==> config.mk <==
export PLATFORM = sky130hd
export DESIGN_NAME = mouse_packet_gesture_detector
export DESIGN_NICKNAME = d
export VERILOG_FILES = /design/src/design/mpgd_pkg.sv /design/src/design/mpgd_assembler.sv /design/src/design/mpgd_detector.sv /design/src/design/mouse_packet_gesture_detector.sv
export VERILOG_INCLUDE_DIRS = /design/src /design/src/design
export SDC_FILE = /design/constraint.sdc
export NUM_CORES = 1
export LEC_CHECK = 0
export BUFFER_PORTS_ARGS = -buffer_cell sky130_fd_sc_hd__buf_4
export CORE_MARGIN = 2
export CORE_UTILIZATION = 62
export DETAILED_ROUTE_END_ITERATION = 7
export GPL_ROUTABILITY_DRIVEN = 0
export PLACE_DENSITY = 0.92
export SLEW_MARGIN = 25
export SYNTH_ARGS = -nofsm -noshare
export SYNTH_HDL_FRONTEND = slang
export SYNTH_HIERARCHICAL = 1
export SYNTH_SLANG_ARGS = --single-unit
==> constraint.sdc <==
create_clock -name clk -period 5.4 [get_ports clk]
set_clock_uncertainty 0.15 [all_clocks]
set_input_delay 0.54 -clock clk [delete_from_list [all_inputs] [get_ports clk]]
set_output_delay 0.54 -clock clk [all_outputs]
set_load 0.03 [all_outputs]
==> src/design/mouse_packet_gesture_detector_macros.svh <==
// Assertion helpers used by the top-level design file.
`ifndef MOUSE_PACKET_GESTURE_DETECTOR_MACROS_SVH
`define MOUSE_PACKET_GESTURE_DETECTOR_MACROS_SVH

// Same-cycle implication, checked outside reset.
`define MPGD_ASSERT_NOW(label, clk, rst, ante, cons) \
  label: assert property (@(posedge clk) disable iff (rst) (ante) |-> (cons)) \
    else $error("mpgd assertion failed");

// Next-cycle implication, checked outside reset.
`define MPGD_ASSERT_NEXT(label, clk, rst, ante, cons) \
  label: assert property (@(posedge clk) disable iff (rst) (ante) |=> (cons)) \
    else $error("mpgd assertion failed");

`endif

==> src/design/mpgd_pkg.sv <==
`default_nettype none
package mpgd_pkg;

  localparam int CFG_INDEX_WIDTH = 8;
  localparam int CFG_DATA_WIDTH  = 8;

  localparam logic [CFG_INDEX_WIDTH-1:0] CFG_MIN_X_LENGTH   = 8'd0;
  localparam logic [CFG_INDEX_WIDTH-1:0] CFG_MOVE_TOLERANCE = 8'd1;

  localparam logic [1:0] PH_IDLE   = 2'd0;
  localparam logic [1:0] PH_UP     = 2'd1;
  localparam logic [1:0] PH_VERTEX = 2'd2;
  localparam logic [1:0] PH_DOWN   = 2'd3;

  localparam int SYNC_BIT = 3;

  typedef struct packed {
    logic              left_button;
    logic              right_button;
    logic              middle_button;
    logic              x_overflow;
    logic              y_overflow;
    logic signed [8:0] delta_x;
    logic signed [8:0] delta_y;
  } packet_t;

  typedef struct packed {
    logic       detected;
    logic [1:0] phase;
  } det_result_t;

endpackage
`default_nettype wire

==> src/design/mpgd_assembler.sv <==
`default_nettype none
module mpgd_assembler (
  input  wire logic             clk,
  input  wire logic             rst,
  input  wire logic             accept,
  input  wire logic [7:0]       data_byte,
  output logic                  pkt_done,
  output mpgd_pkg::packet_t     pkt
);

  localparam logic [1:0] POS_FIRST  = 2'd0;
  localparam logic [1:0] POS_SECOND = 2'd1;
  localparam logic [1:0] POS_THIRD  = 2'd2;

  logic [1:0] byte_position;
  logic [1:0] byte_position_next;
  logic [7:0] first_byte;
  logic [7:0] second_byte;

  always_comb begin
    byte_position_next = byte_position;
    case (byte_position)
      POS_FIRST: begin
        if (data_byte[mpgd_pkg::SYNC_BIT]) begin
          byte_position_next = POS_SECOND;
        end
      end
      POS_SECOND: byte_position_next = POS_THIRD;
      POS_THIRD:  byte_position_next = POS_FIRST;
      default:    byte_position_next = POS_FIRST;
    endcase
  end

  always_ff @(posedge clk) begin
    if (rst) begin
      byte_position <= POS_FIRST;
      first_byte    <= 8'd0;
      second_byte   <= 8'd0;
    end else if (accept) begin
      byte_position <= byte_position_next;
      if (byte_position == POS_FIRST && data_byte[mpgd_pkg::SYNC_BIT]) begin
        first_byte <= data_byte;
      end
      if (byte_position == POS_SECOND) begin
        second_byte <= data_byte;
      end
    end
  end

  assign pkt_done = (byte_position == POS_THIRD);

  always_comb begin
    pkt.left_button   = first_byte[0];
    pkt.right_button  = first_byte[1];
    pkt.middle_button = first_byte[2];
    pkt.x_overflow    = first_byte[6];
    pkt.y_overflow    = first_byte[7];
    pkt.delta_x       = {first_byte[4], second_byte};
    pkt.delta_y       = {first_byte[5], data_byte};
  end

endmodule
`default_nettype wire

==> src/design/mpgd_detector.sv <==
`default_nettype none
module mpgd_detector #(
  parameter int TRAVEL_WIDTH = 16
) (
  input  wire logic              clk,
  input  wire logic              rst,
  input  wire logic              advance,
  input  wire mpgd_pkg::packet_t pkt,
  input  wire logic [7:0]        min_x_length,
  input  wire logic [7:0]        move_tolerance,
  output logic [1:0]             phase,
  output mpgd_pkg::det_result_t  result
);

  localparam int SW = TRAVEL_WIDTH + 1;

  logic signed [TRAVEL_WIDTH-1:0] x_travel;
  logic signed [TRAVEL_WIDTH-1:0] y_travel;
  logic signed [TRAVEL_WIDTH-1:0] x_travel_next;
  logic signed [TRAVEL_WIDTH-1:0] y_travel_next;
  logic [1:0]                     phase_next;
  logic                           detected;

  logic signed [9:0]  dx10, dy10, tol10, ntol10;
  logic               dx_below, dy_below, dx_above, dy_above;
  logic signed [SW-1:0] xt_w, yt_w, dx_w, dy_w, neg_yt, minx_w, x_sum, y_sum;
  logic signed [TRAVEL_WIDTH-1:0] x_sat, y_sat, dx_t, dy_t;
  localparam logic signed [TRAVEL_WIDTH-1:0] T_MAX = {1'b0, {(TRAVEL_WIDTH-1){1'b1}}};
  localparam logic signed [TRAVEL_WIDTH-1:0] T_MIN = {1'b1, {(TRAVEL_WIDTH-1){1'b0}}};

  always_comb begin
    dx10     = {pkt.delta_x[8], pkt.delta_x};
    dy10     = {pkt.delta_y[8], pkt.delta_y};
    tol10    = $signed({2'b00, move_tolerance});
    ntol10   = -tol10;
    dx_below = dx10 < ntol10;
    dy_below = dy10 < ntol10;
    dx_above = dx10 > tol10;
    dy_above = dy10 > tol10;

    xt_w   = {x_travel[TRAVEL_WIDTH-1], x_travel};
    yt_w   = {y_travel[TRAVEL_WIDTH-1], y_travel};
    dx_w   = {{(SW-9){pkt.delta_x[8]}}, pkt.delta_x};
    dy_w   = {{(SW-9){pkt.delta_y[8]}}, pkt.delta_y};
    dx_t   = {{(TRAVEL_WIDTH-9){pkt.delta_x[8]}}, pkt.delta_x};
    dy_t   = {{(TRAVEL_WIDTH-9){pkt.delta_y[8]}}, pkt.delta_y};
    neg_yt = -yt_w;
    minx_w = $signed({{(SW-8){1'b0}}, min_x_length});

    x_sum = xt_w + dx_w;
    y_sum = yt_w + dy_w;
    if (x_sum[SW-1] != x_sum[SW-2]) begin
      x_sat = x_sum[SW-1] ? T_MIN : T_MAX;
    end else begin
      x_sat = x_sum[TRAVEL_WIDTH-1:0];
    end
    if (y_sum[SW-1] != y_sum[SW-2]) begin
      y_sat = y_sum[SW-1] ? T_MIN : T_MAX;
    end else begin
      y_sat = y_sum[TRAVEL_WIDTH-1:0];
    end
  end

  always_comb begin
    x_travel_next = x_travel;
    y_travel_next = y_travel;
    phase_next    = phase;
    detected      = 1'b0;
    case (phase)
      mpgd_pkg::PH_IDLE: begin
        x_travel_next = '0;
        y_travel_next = '0;
        if (!pkt.middle_button && !pkt.right_button && pkt.left_button &&
            !dx_below && !dy_below) begin
          x_travel_next = dx_t;
          y_travel_next = dy_t;
          phase_next    = mpgd_pkg::PH_UP;
        end
      end
      mpgd_pkg::PH_UP: begin
        if (pkt.middle_button || pkt.right_button) begin
          phase_next = mpgd_pkg::PH_IDLE;
        end else if (!pkt.left_button) begin
          phase_next = (yt_w > xt_w && xt_w >= minx_w) ? mpgd_pkg::PH_VERTEX
                                                       : mpgd_pkg::PH_IDLE;
        end else if (dx_below || dy_below) begin
          phase_next = mpgd_pkg::PH_IDLE;
        end else begin
          x_travel_next = x_sat;
          y_travel_next = y_sat;
        end
      end
      mpgd_pkg::PH_VERTEX: begin
        x_travel_next = '0;
        y_travel_next = '0;
        if (pkt.left_button || pkt.middle_button) begin
          phase_next = mpgd_pkg::PH_IDLE;
        end else if (dx_below || dx_above || dy_below || dy_above) begin
          phase_next = mpgd_pkg::PH_IDLE;
        end else if (pkt.right_button) begin
          phase_next = mpgd_pkg::PH_DOWN;
        end
      end
      default: begin
        if (pkt.middle_button || pkt.left_button) begin
          phase_next = mpgd_pkg::PH_IDLE;
        end else if (!pkt.right_button) begin
          detected   = (neg_yt > xt_w) && (xt_w >= minx_w);
          phase_next = mpgd_pkg::PH_IDLE;
          if (detected) begin
            x_travel_next = '0;
            y_travel_next = '0;
          end
        end else if (dx_below || dy_above) begin
          phase_next = mpgd_pkg::PH_IDLE;
        end else begin
          x_travel_next = x_sat;
          y_travel_next = y_sat;
        end
      end
    endcase
  end

  always_ff @(posedge clk) begin
    if (rst) begin
      phase    <= mpgd_pkg::PH_IDLE;
      x_travel <= '0;
      y_travel <= '0;
    end else if (advance) begin
      phase    <= phase_next;
      x_travel <= x_travel_next;
      y_travel <= y_travel_next;
    end
  end

  assign result.detected = detected;
  assign result.phase    = phase_next;

endmodule
`default_nettype wire

==> src/design/mouse_packet_gesture_detector.sv <==
// The result of an input transfer is in the output register in the cycle after it.
// Throughput: one byte per cycle; the output register frees itself in the cycle
// its result is taken, so in_ready stays high under a steady out_ready.
// Reset (rst, synchronous): byte assembly, detector phase, travel sums,
// configuration registers and the output register valid are all cleared.
`default_nettype none
`include "mouse_packet_gesture_detector_macros.svh"
module mouse_packet_gesture_detector #(
  parameter int TRAVEL_WIDTH = 16
) (
  input  wire logic                                 clk,
  input  wire logic                                 rst,
  input  wire logic                                 cfg_valid,
  output logic                                      cfg_ready,
  input  wire logic [mpgd_pkg::CFG_INDEX_WIDTH-1:0] cfg_index,
  input  wire logic [mpgd_pkg::CFG_DATA_WIDTH-1:0]  cfg_data,
  input  wire logic                                 in_valid,
  output logic                                      in_ready,
  input  wire logic [7:0]                           data_byte,
  output logic                                      out_valid,
  input  wire logic                                 out_ready,
  output logic                                      packet_valid,
  output logic                                      left_button,
  output logic                                      right_button,
  output logic                                      middle_button,
  output logic                                      x_overflow,
  output logic                                      y_overflow,
  output logic signed [8:0]                         delta_x,
  output logic signed [8:0]                         delta_y,
  output logic                                      gesture_detected,
  output logic [1:0]                                gesture_phase
);

  logic [7:0] min_x_length;
  logic [7:0] move_tolerance;
  logic       in_accept;
  logic       pkt_done;
  logic [1:0] phase;
  mpgd_pkg::packet_t     pkt;
  mpgd_pkg::det_result_t det;

  assign cfg_ready = 1'b1;
  assign in_ready  = !out_valid || out_ready;
  assign in_accept = in_valid && in_ready;

  always_ff @(posedge clk) begin
    if (rst) begin
      min_x_length   <= 8'd0;
      move_tolerance <= 8'd0;
    end else if (cfg_valid && cfg_ready) begin
      case (cfg_index)
        mpgd_pkg::CFG_MIN_X_LENGTH:   min_x_length   <= cfg_data;
        mpgd_pkg::CFG_MOVE_TOLERANCE: move_tolerance <= cfg_data;
        default: ;
      endcase
    end
  end

  mpgd_assembler u_assembler (
    .clk       (clk),
    .rst       (rst),
    .accept    (in_accept),
    .data_byte (data_byte),
    .pkt_done  (pkt_done),
    .pkt       (pkt)
  );

  mpgd_detector #(
    .TRAVEL_WIDTH (TRAVEL_WIDTH)
  ) u_detector (
    .clk            (clk),
    .rst            (rst),
    .advance        (in_accept && pkt_done),
    .pkt            (pkt),
    .min_x_length   (min_x_length),
    .move_tolerance (move_tolerance),
    .phase          (phase),
    .result         (det)
  );

  always_ff @(posedge clk) begin
    if (rst) begin
      out_valid <= 1'b0;
    end else if (in_accept) begin
      out_valid <= 1'b1;
    end else if (out_ready) begin
      out_valid <= 1'b0;
    end
  end

  always_ff @(posedge clk) begin
    if (in_accept) begin
      packet_valid     <= pkt_done;
      left_button      <= pkt_done && pkt.left_button;
      right_button     <= pkt_done && pkt.right_button;
      middle_button    <= pkt_done && pkt.middle_button;
      x_overflow       <= pkt_done && pkt.x_overflow;
      y_overflow       <= pkt_done && pkt.y_overflow;
      delta_x          <= pkt_done ? pkt.delta_x : 9'sd0;
      delta_y          <= pkt_done ? pkt.delta_y : 9'sd0;
      gesture_detected <= pkt_done && det.detected;
      gesture_phase    <= pkt_done ? det.phase : phase;
    end
  end

  `MPGD_ASSERT_NEXT(a_accept_fills, clk, rst, in_accept, out_valid)
  `MPGD_ASSERT_NOW(a_detect_idle, clk, rst, out_valid && gesture_detected,
                   gesture_phase == mpgd_pkg::PH_IDLE)
  `MPGD_ASSERT_NOW(a_partial_zero, clk, rst, out_valid && !packet_valid,
                   delta_x == 9'sd0 && delta_y == 9'sd0 && !gesture_detected)
  `MPGD_ASSERT_NEXT(a_phase_tracks, clk, rst, in_accept && !pkt_done,
                    gesture_phase == phase)

endmodule
`default_nettype wire
* Word level (Yosys, flattened, before mapping) *
Index checks and enable logic that the tools add are counted.

storage, ports and cells
  bits in registers = 96
  bits of input ports = 29
  output and inout port bits = 30
  logic and storage cells = 124

operators by class
  add/subtract/negate cells = 4
  magnitude comparators = 7
  equal/unequal tests = 13
  muxes and demuxes = 41
  reduce and logical (&&, ||, !) cells = 40

operator list
  operator              count
  $mux W16              19
  $pmux W16 S3          2
  $add A16 B9 Y17       2
  $mux W2               13
  $lt A9 B10 Y1         2
  $gt A9 B9 Y1          2
  $gt A17 B16 Y1        1
  $neg A16 Y17          1
  $ge A16 B9 Y1         1
  $gt A16 B16 Y1        1
  $logic_and A1 B1 Y1   15
  $neg A8 Y10           1
  $reduce_and A2 Y1     5
  $eq A8 B1 Y1 const B  1
  $logic_not A8 Y1      1
  $logic_or A1 B1 Y1    8
  $ne A2 B2 Y1 const B  4
  $reduce_and A7 Y1     1
  $pmux W2 S3           1
  $logic_not A1 Y1      5
  $mux W1               5
  $ne A5 B5 Y1 const B  1
  $reduce_bool A5 Y1    1
  $eq A2 B1 Y1 const B  2
  7 further kinds       10

* Longest topological paths before layout *
  depth in word-level cells = 9
  mapped depth = 17
  mapped depth without buffers = 15

* By module *
Netlist, hierarchy kept.

by module, submodules not included
  module                         instances  cells each  area each (sq um)  seq. area each (sq um)
  mpgd_detector                  1          685         5403.9             680.7
  mouse_packet_gesture_detector  1          128         1750.4             1151.1
  mpgd_assembler                 1          76          788.3              340.3

* Least setup slack after synthesis *
OpenSTA, ideal clock, no wires.

  path kind = register to register
  start = register u_detector.y_travel[6]
  end = register u_detector.y_travel[3]
  library setup time = 0.135 ns
  arrival time = 3.590 ns
  data required time = 5.115 ns
  setup slack = 1.525 ns
  cell stages (with the launch flop) = 15
  path buffers = 2
  period minus slack after synthesis = 3.875 ns
  path through = dfxtp_1 or4_1 or3_1 xor2_1 ha_1 a21o_1 a311oi_1 nand3b_1 a2111oi_0 o311ai_1 and3_1 clkbuf_1 clkbuf_1 nor2_1 a311oi_2

between the ends
  longest elaborated chain between the ends = 7
  elaborated cells on any way between the ends = 16
  those cells by class = add/sub (2); order compare (1); eq/ne (1); mux (9); reduce/logical (3)

RTL lines
  element                                               line                  text
  start: declaration                                    mpgd_detector.sv:18   logic signed [TRAVEL_WIDTH-1:0] y_travel;
  start signal: assignment                              mpgd_detector.sv:132  y_travel <= y_travel_next;
  branches (longest 7 deep; another with $neg A16 Y17)  --

Parallel ways; which one is timed is not known. The select of a mux whose other input is x is not followed.
A chain may end at the register's enable or synchronous reset.

* Worst setup path after layout *
  start = register u_detector.y_travel[4]
  end = register u_detector.y_travel[6]

Same word-level chain as after synthesis.

==> impl_results.md <==
- Pleak: 3.66 nW
- Vias in the first global route: 6931
- Yosys warnings: 6
- DR WL/cell: 19.4 um
- Data required, critical path: 5.50 ns
- Initial DRT Pass Iterations: 6
- Hold-critical path endpoint: out_valid
- Via/cell ratio: 6.58
- Initial antenna violation count: 0
- Critical path peak fanout: 25
- Top FF cell, synth: dfxtp_1
- Placed standard-cell area: 8420 um^2
- First-pass GRT wire length: 34200 um
- Final WL: 21400 um
- H-tree levels: 3
- Ant diodes: 0
- Hold-critical path depth: 3
- Min cycle time layout: roughly 4.6 ns
- Final Slew Violations: 0
- Final hold violation count: 0
- # clock sinks: between 90 and 100
- #FFs+latches synth: 95
- Total GRT Usage: 0.319
- Initial Util: 0.632
- Core Area: ~13000 um^2
- DR iter-0 viols: between 800 and 900
- Synth Area per Inst: ~8.9 um^2
- Clock root cell: clkbuf_16
- Setup bufs post-CTS: 0
- Clock slew at reported path FFs: 0.08 ns
- Max_slew headroom: 0.321
- Clk_lat worst skew: 0.36 ns
- Status: finished, final reports clean
- R2r setup slk: 0.80 ns
- Post-Synthesis Net Count: 1032
- TNS Setup: 0 ns
- Pwr dens: 210 nW/um^2
- Worst hold slack: between 0.2 and 0.3 ns
- Tcrit/Tclk final: 0.852
- Worst hold path class: input pin to register
- Area growth syn-to-layout: 10.2%
- Worst EP arrival: 4.70 ns
- Number of synthesized flops with an enable pin: 27
- Share of cells above drive strength 1: 0.109
- Nature of the critical path endpoint: register
- RSZ-0062 raised after global routing: no
- DRT antenna net count: 0
- CP max stage cell: and3_1
- Worst setup path category: register to register
- FP Rows: slightly above 40
- HPWL Detailed: 15300 um
- R2R depth: 13
- Routed via count: 7265
- Crit-path cells: nor4_1, nand2_1, or3_1, xor2_1, ha_1, a21o_1, a311oi_1, nand3b_1, a2111oi_0, o311ai_1, and3_1, buf_4, a311oi_1
- Final setup vio count: 0
- CTS tree: yes
- CP most frequent cell: a311oi_1
- Mapped Area: 7940 um^2
- Die X: 117 um
- Fmax: 217 MHz
- Largest net degree at the start of global routing: 77
- DIE AREA: 13700 um^2
- Buffers added on ports: 57
- CTS Buffer Depth: 2
- Post-synthesis cell count: 889
- Peak VDD IR: about 0.14 mV
- # DRC: 0
- Reg2reg end: u_detector/y_travel[6]
- Total CTS buffers: 9
- Die height: ~120 um
- Synth async-reset ratio: 0
- Hold Crit Start: in_valid
- Distinct cells, synth: 81
- Final setup margin: approximately 0.8 ns
- Global route total overflow: 0
- Fillers: 916
- Crit-path max cell delay: around 0.57 ns
- Net count, final: 1070
- Hold-fix buffers, CTS: 0
- Reg area: 2170 um^2
- Design area: 8750 um^2
- Max_cap viols: 0
- # IOs: 59
- Sequential share of the synthesized area: 0.273
- Post-CTS sizing: 0
- Pre-CTS setup slack: 0.878 ns
- Worst Tran Pin Value: 1.02 ns
- Multi-input logic area: 5390 um^2
- Worst R2R Start: u_detector/y_travel[4]
- Crit path launch type: register
worst max-delay path, delay by kind of cell (launching register included):
kind                       cells  cell delay (ns)
and+or+nand+nor                5             1.70
adders and majority gates      1             0.29
AOI/OAI and AO/OA              5             1.48
xor gates and xnor gates       1             0.15
DFF                            1             0.37
buffers and inverters          1             0.35
placed cells by master (no fill, tap or decap), drive strengths merged, types with 4 or more instances in the layout:
cell type and instances:
nor2 48, nand3b 5, nand3 20, a22oi 5, a21oi 53, nand2b 53
o21a 6, o21ai 45, a311oi 14, ha 112, inv 58, a221oi 12
a21o 18, a211oi 22, o31ai 9, xnor2 29, clkbuf 10, nor4 11
or4 5, nor3 18, nand4 9, a2111oi 4, a211o 4, xor2 11
mux2i 34, o211ai 4, nand2 46, nor2b 14, and3 8, buf 61
dfxtp 68, and4 5, o21bai 11, edfxtp 27, and2 27
sequential cells by signal, indices dropped and copies added, names as in the netlist, 2 cells and up:
| name | count |
|---|---|
| u_detector/x_travel | 16 |
| u_detector/y_travel | 16 |
| delta_x | 9 |
| delta_y | 9 |
| min_x_length | 8 |
| move_tolerance | 8 |
| u_assembler/second_byte | 8 |
| u_assembler/first_byte | 7 |
| gesture_phase | 2 |
| u_assembler/byte_position | 2 |
| u_detector/phase | 2 |
cells by family after synthesis:
group / after synthesis / share of synthesized area
fa+ha+maj: 114 / 0.181
compound gates: 232 / 0.206
flops: 95 / 0.273
simple gates: 283 / 0.198
xor+xnor: 40 / 0.0441
other cells: 1 / 0.000472
mux: 37 / 0.0471
buf+inv: 87 / 0.0496
metrics by stage:
| stage | total power (W) | std cells | utilization |
|---|---|---|---|
| floorplan | 0.00105 | 889 | - |
| global placement | 0.00113 | 1088 | 0.670 |
| detailed placement | 0.00114 | 1088 | 0.670 |
| CTS | 0.00183 | 1104 | 0.695 |
| global route | 0.00190 | 1104 | 0.696 |
| finish | 0.00184 | 1104 | 0.696 |
cells in the mapped netlist, drive strengths merged, types with 6 or more instances:
library cell,number,share of area
a221oi,12,0.013
mux2i,34,0.043
ha,112,0.18
nor4,11,0.0095
nor2,48,0.023
a21oi,53,0.035
inv,53,0.025
and3,8,0.0063
o21ai,45,0.030
nand3,20,0.013
clkbuf,16,0.0076
o21bai,11,0.011
nor3,18,0.013
nand4,9,0.0071
xor2,11,0.012
nand2,46,0.022
nor2b,14,0.011
buf,18,0.017
a311oi,14,0.019
edfxtp,27,0.10
a211oi,22,0.022
o21a,6,0.0057
a21o,18,0.017
nand2b,53,0.042
dfxtp,68,0.17
o31ai,9,0.0091
xnor2,29,0.032
and2,27,0.021
worst max path at each step:
stage | start | endpoint | cells past startpoint
floorplan | u_detector/y_travel[6] | u_detector/y_travel[3] | 14
global placement | u_detector/y_travel[6] | u_detector/y_travel[13] | 13
detailed placement | u_detector/y_travel[4] | u_detector/y_travel[12] | 14
CTS | u_detector/y_travel[4] | u_detector/y_travel[12] | 14
global route | u_detector/y_travel[4] | u_detector/y_travel[7] | 14
finish | u_detector/y_travel[4] | u_detector/y_travel[6] | 13
area by class of cell:
class                           count  share of cell area
Clock inverter                      6             0.00901
Multi-Input combinational cell    707               0.616
Clock buffer                       10              0.0273
Inverter                           53              0.0227
Timing Repair Buffer               61              0.0523
Sequential cell                    95               0.248
Tap cell                          172              0.0246
power by group:
part / internal (W) / total, W / leakage [nW] / switching (W)
registers: 0.000751 / 0.000770 / 0.823 / 0.0000195
logic: 0.000156 / 0.000378 / 2.68 / 0.000222
clock network: 0.000384 / 0.000692 / 0.158 / 0.000308
total: 0.00129 / 0.00184 / 3.66 / 0.000549
routing by layer:
metal,vias up,wire length (um),GRT usage
met1,3371,8460,0.405
met3,100,2020,0.0602
li1,3368,-,-
met5,-,0,0
met2,426,9950,0.513
met4,0,1010,0.173
Note: power is estimated with default switching activity, not from simulation.
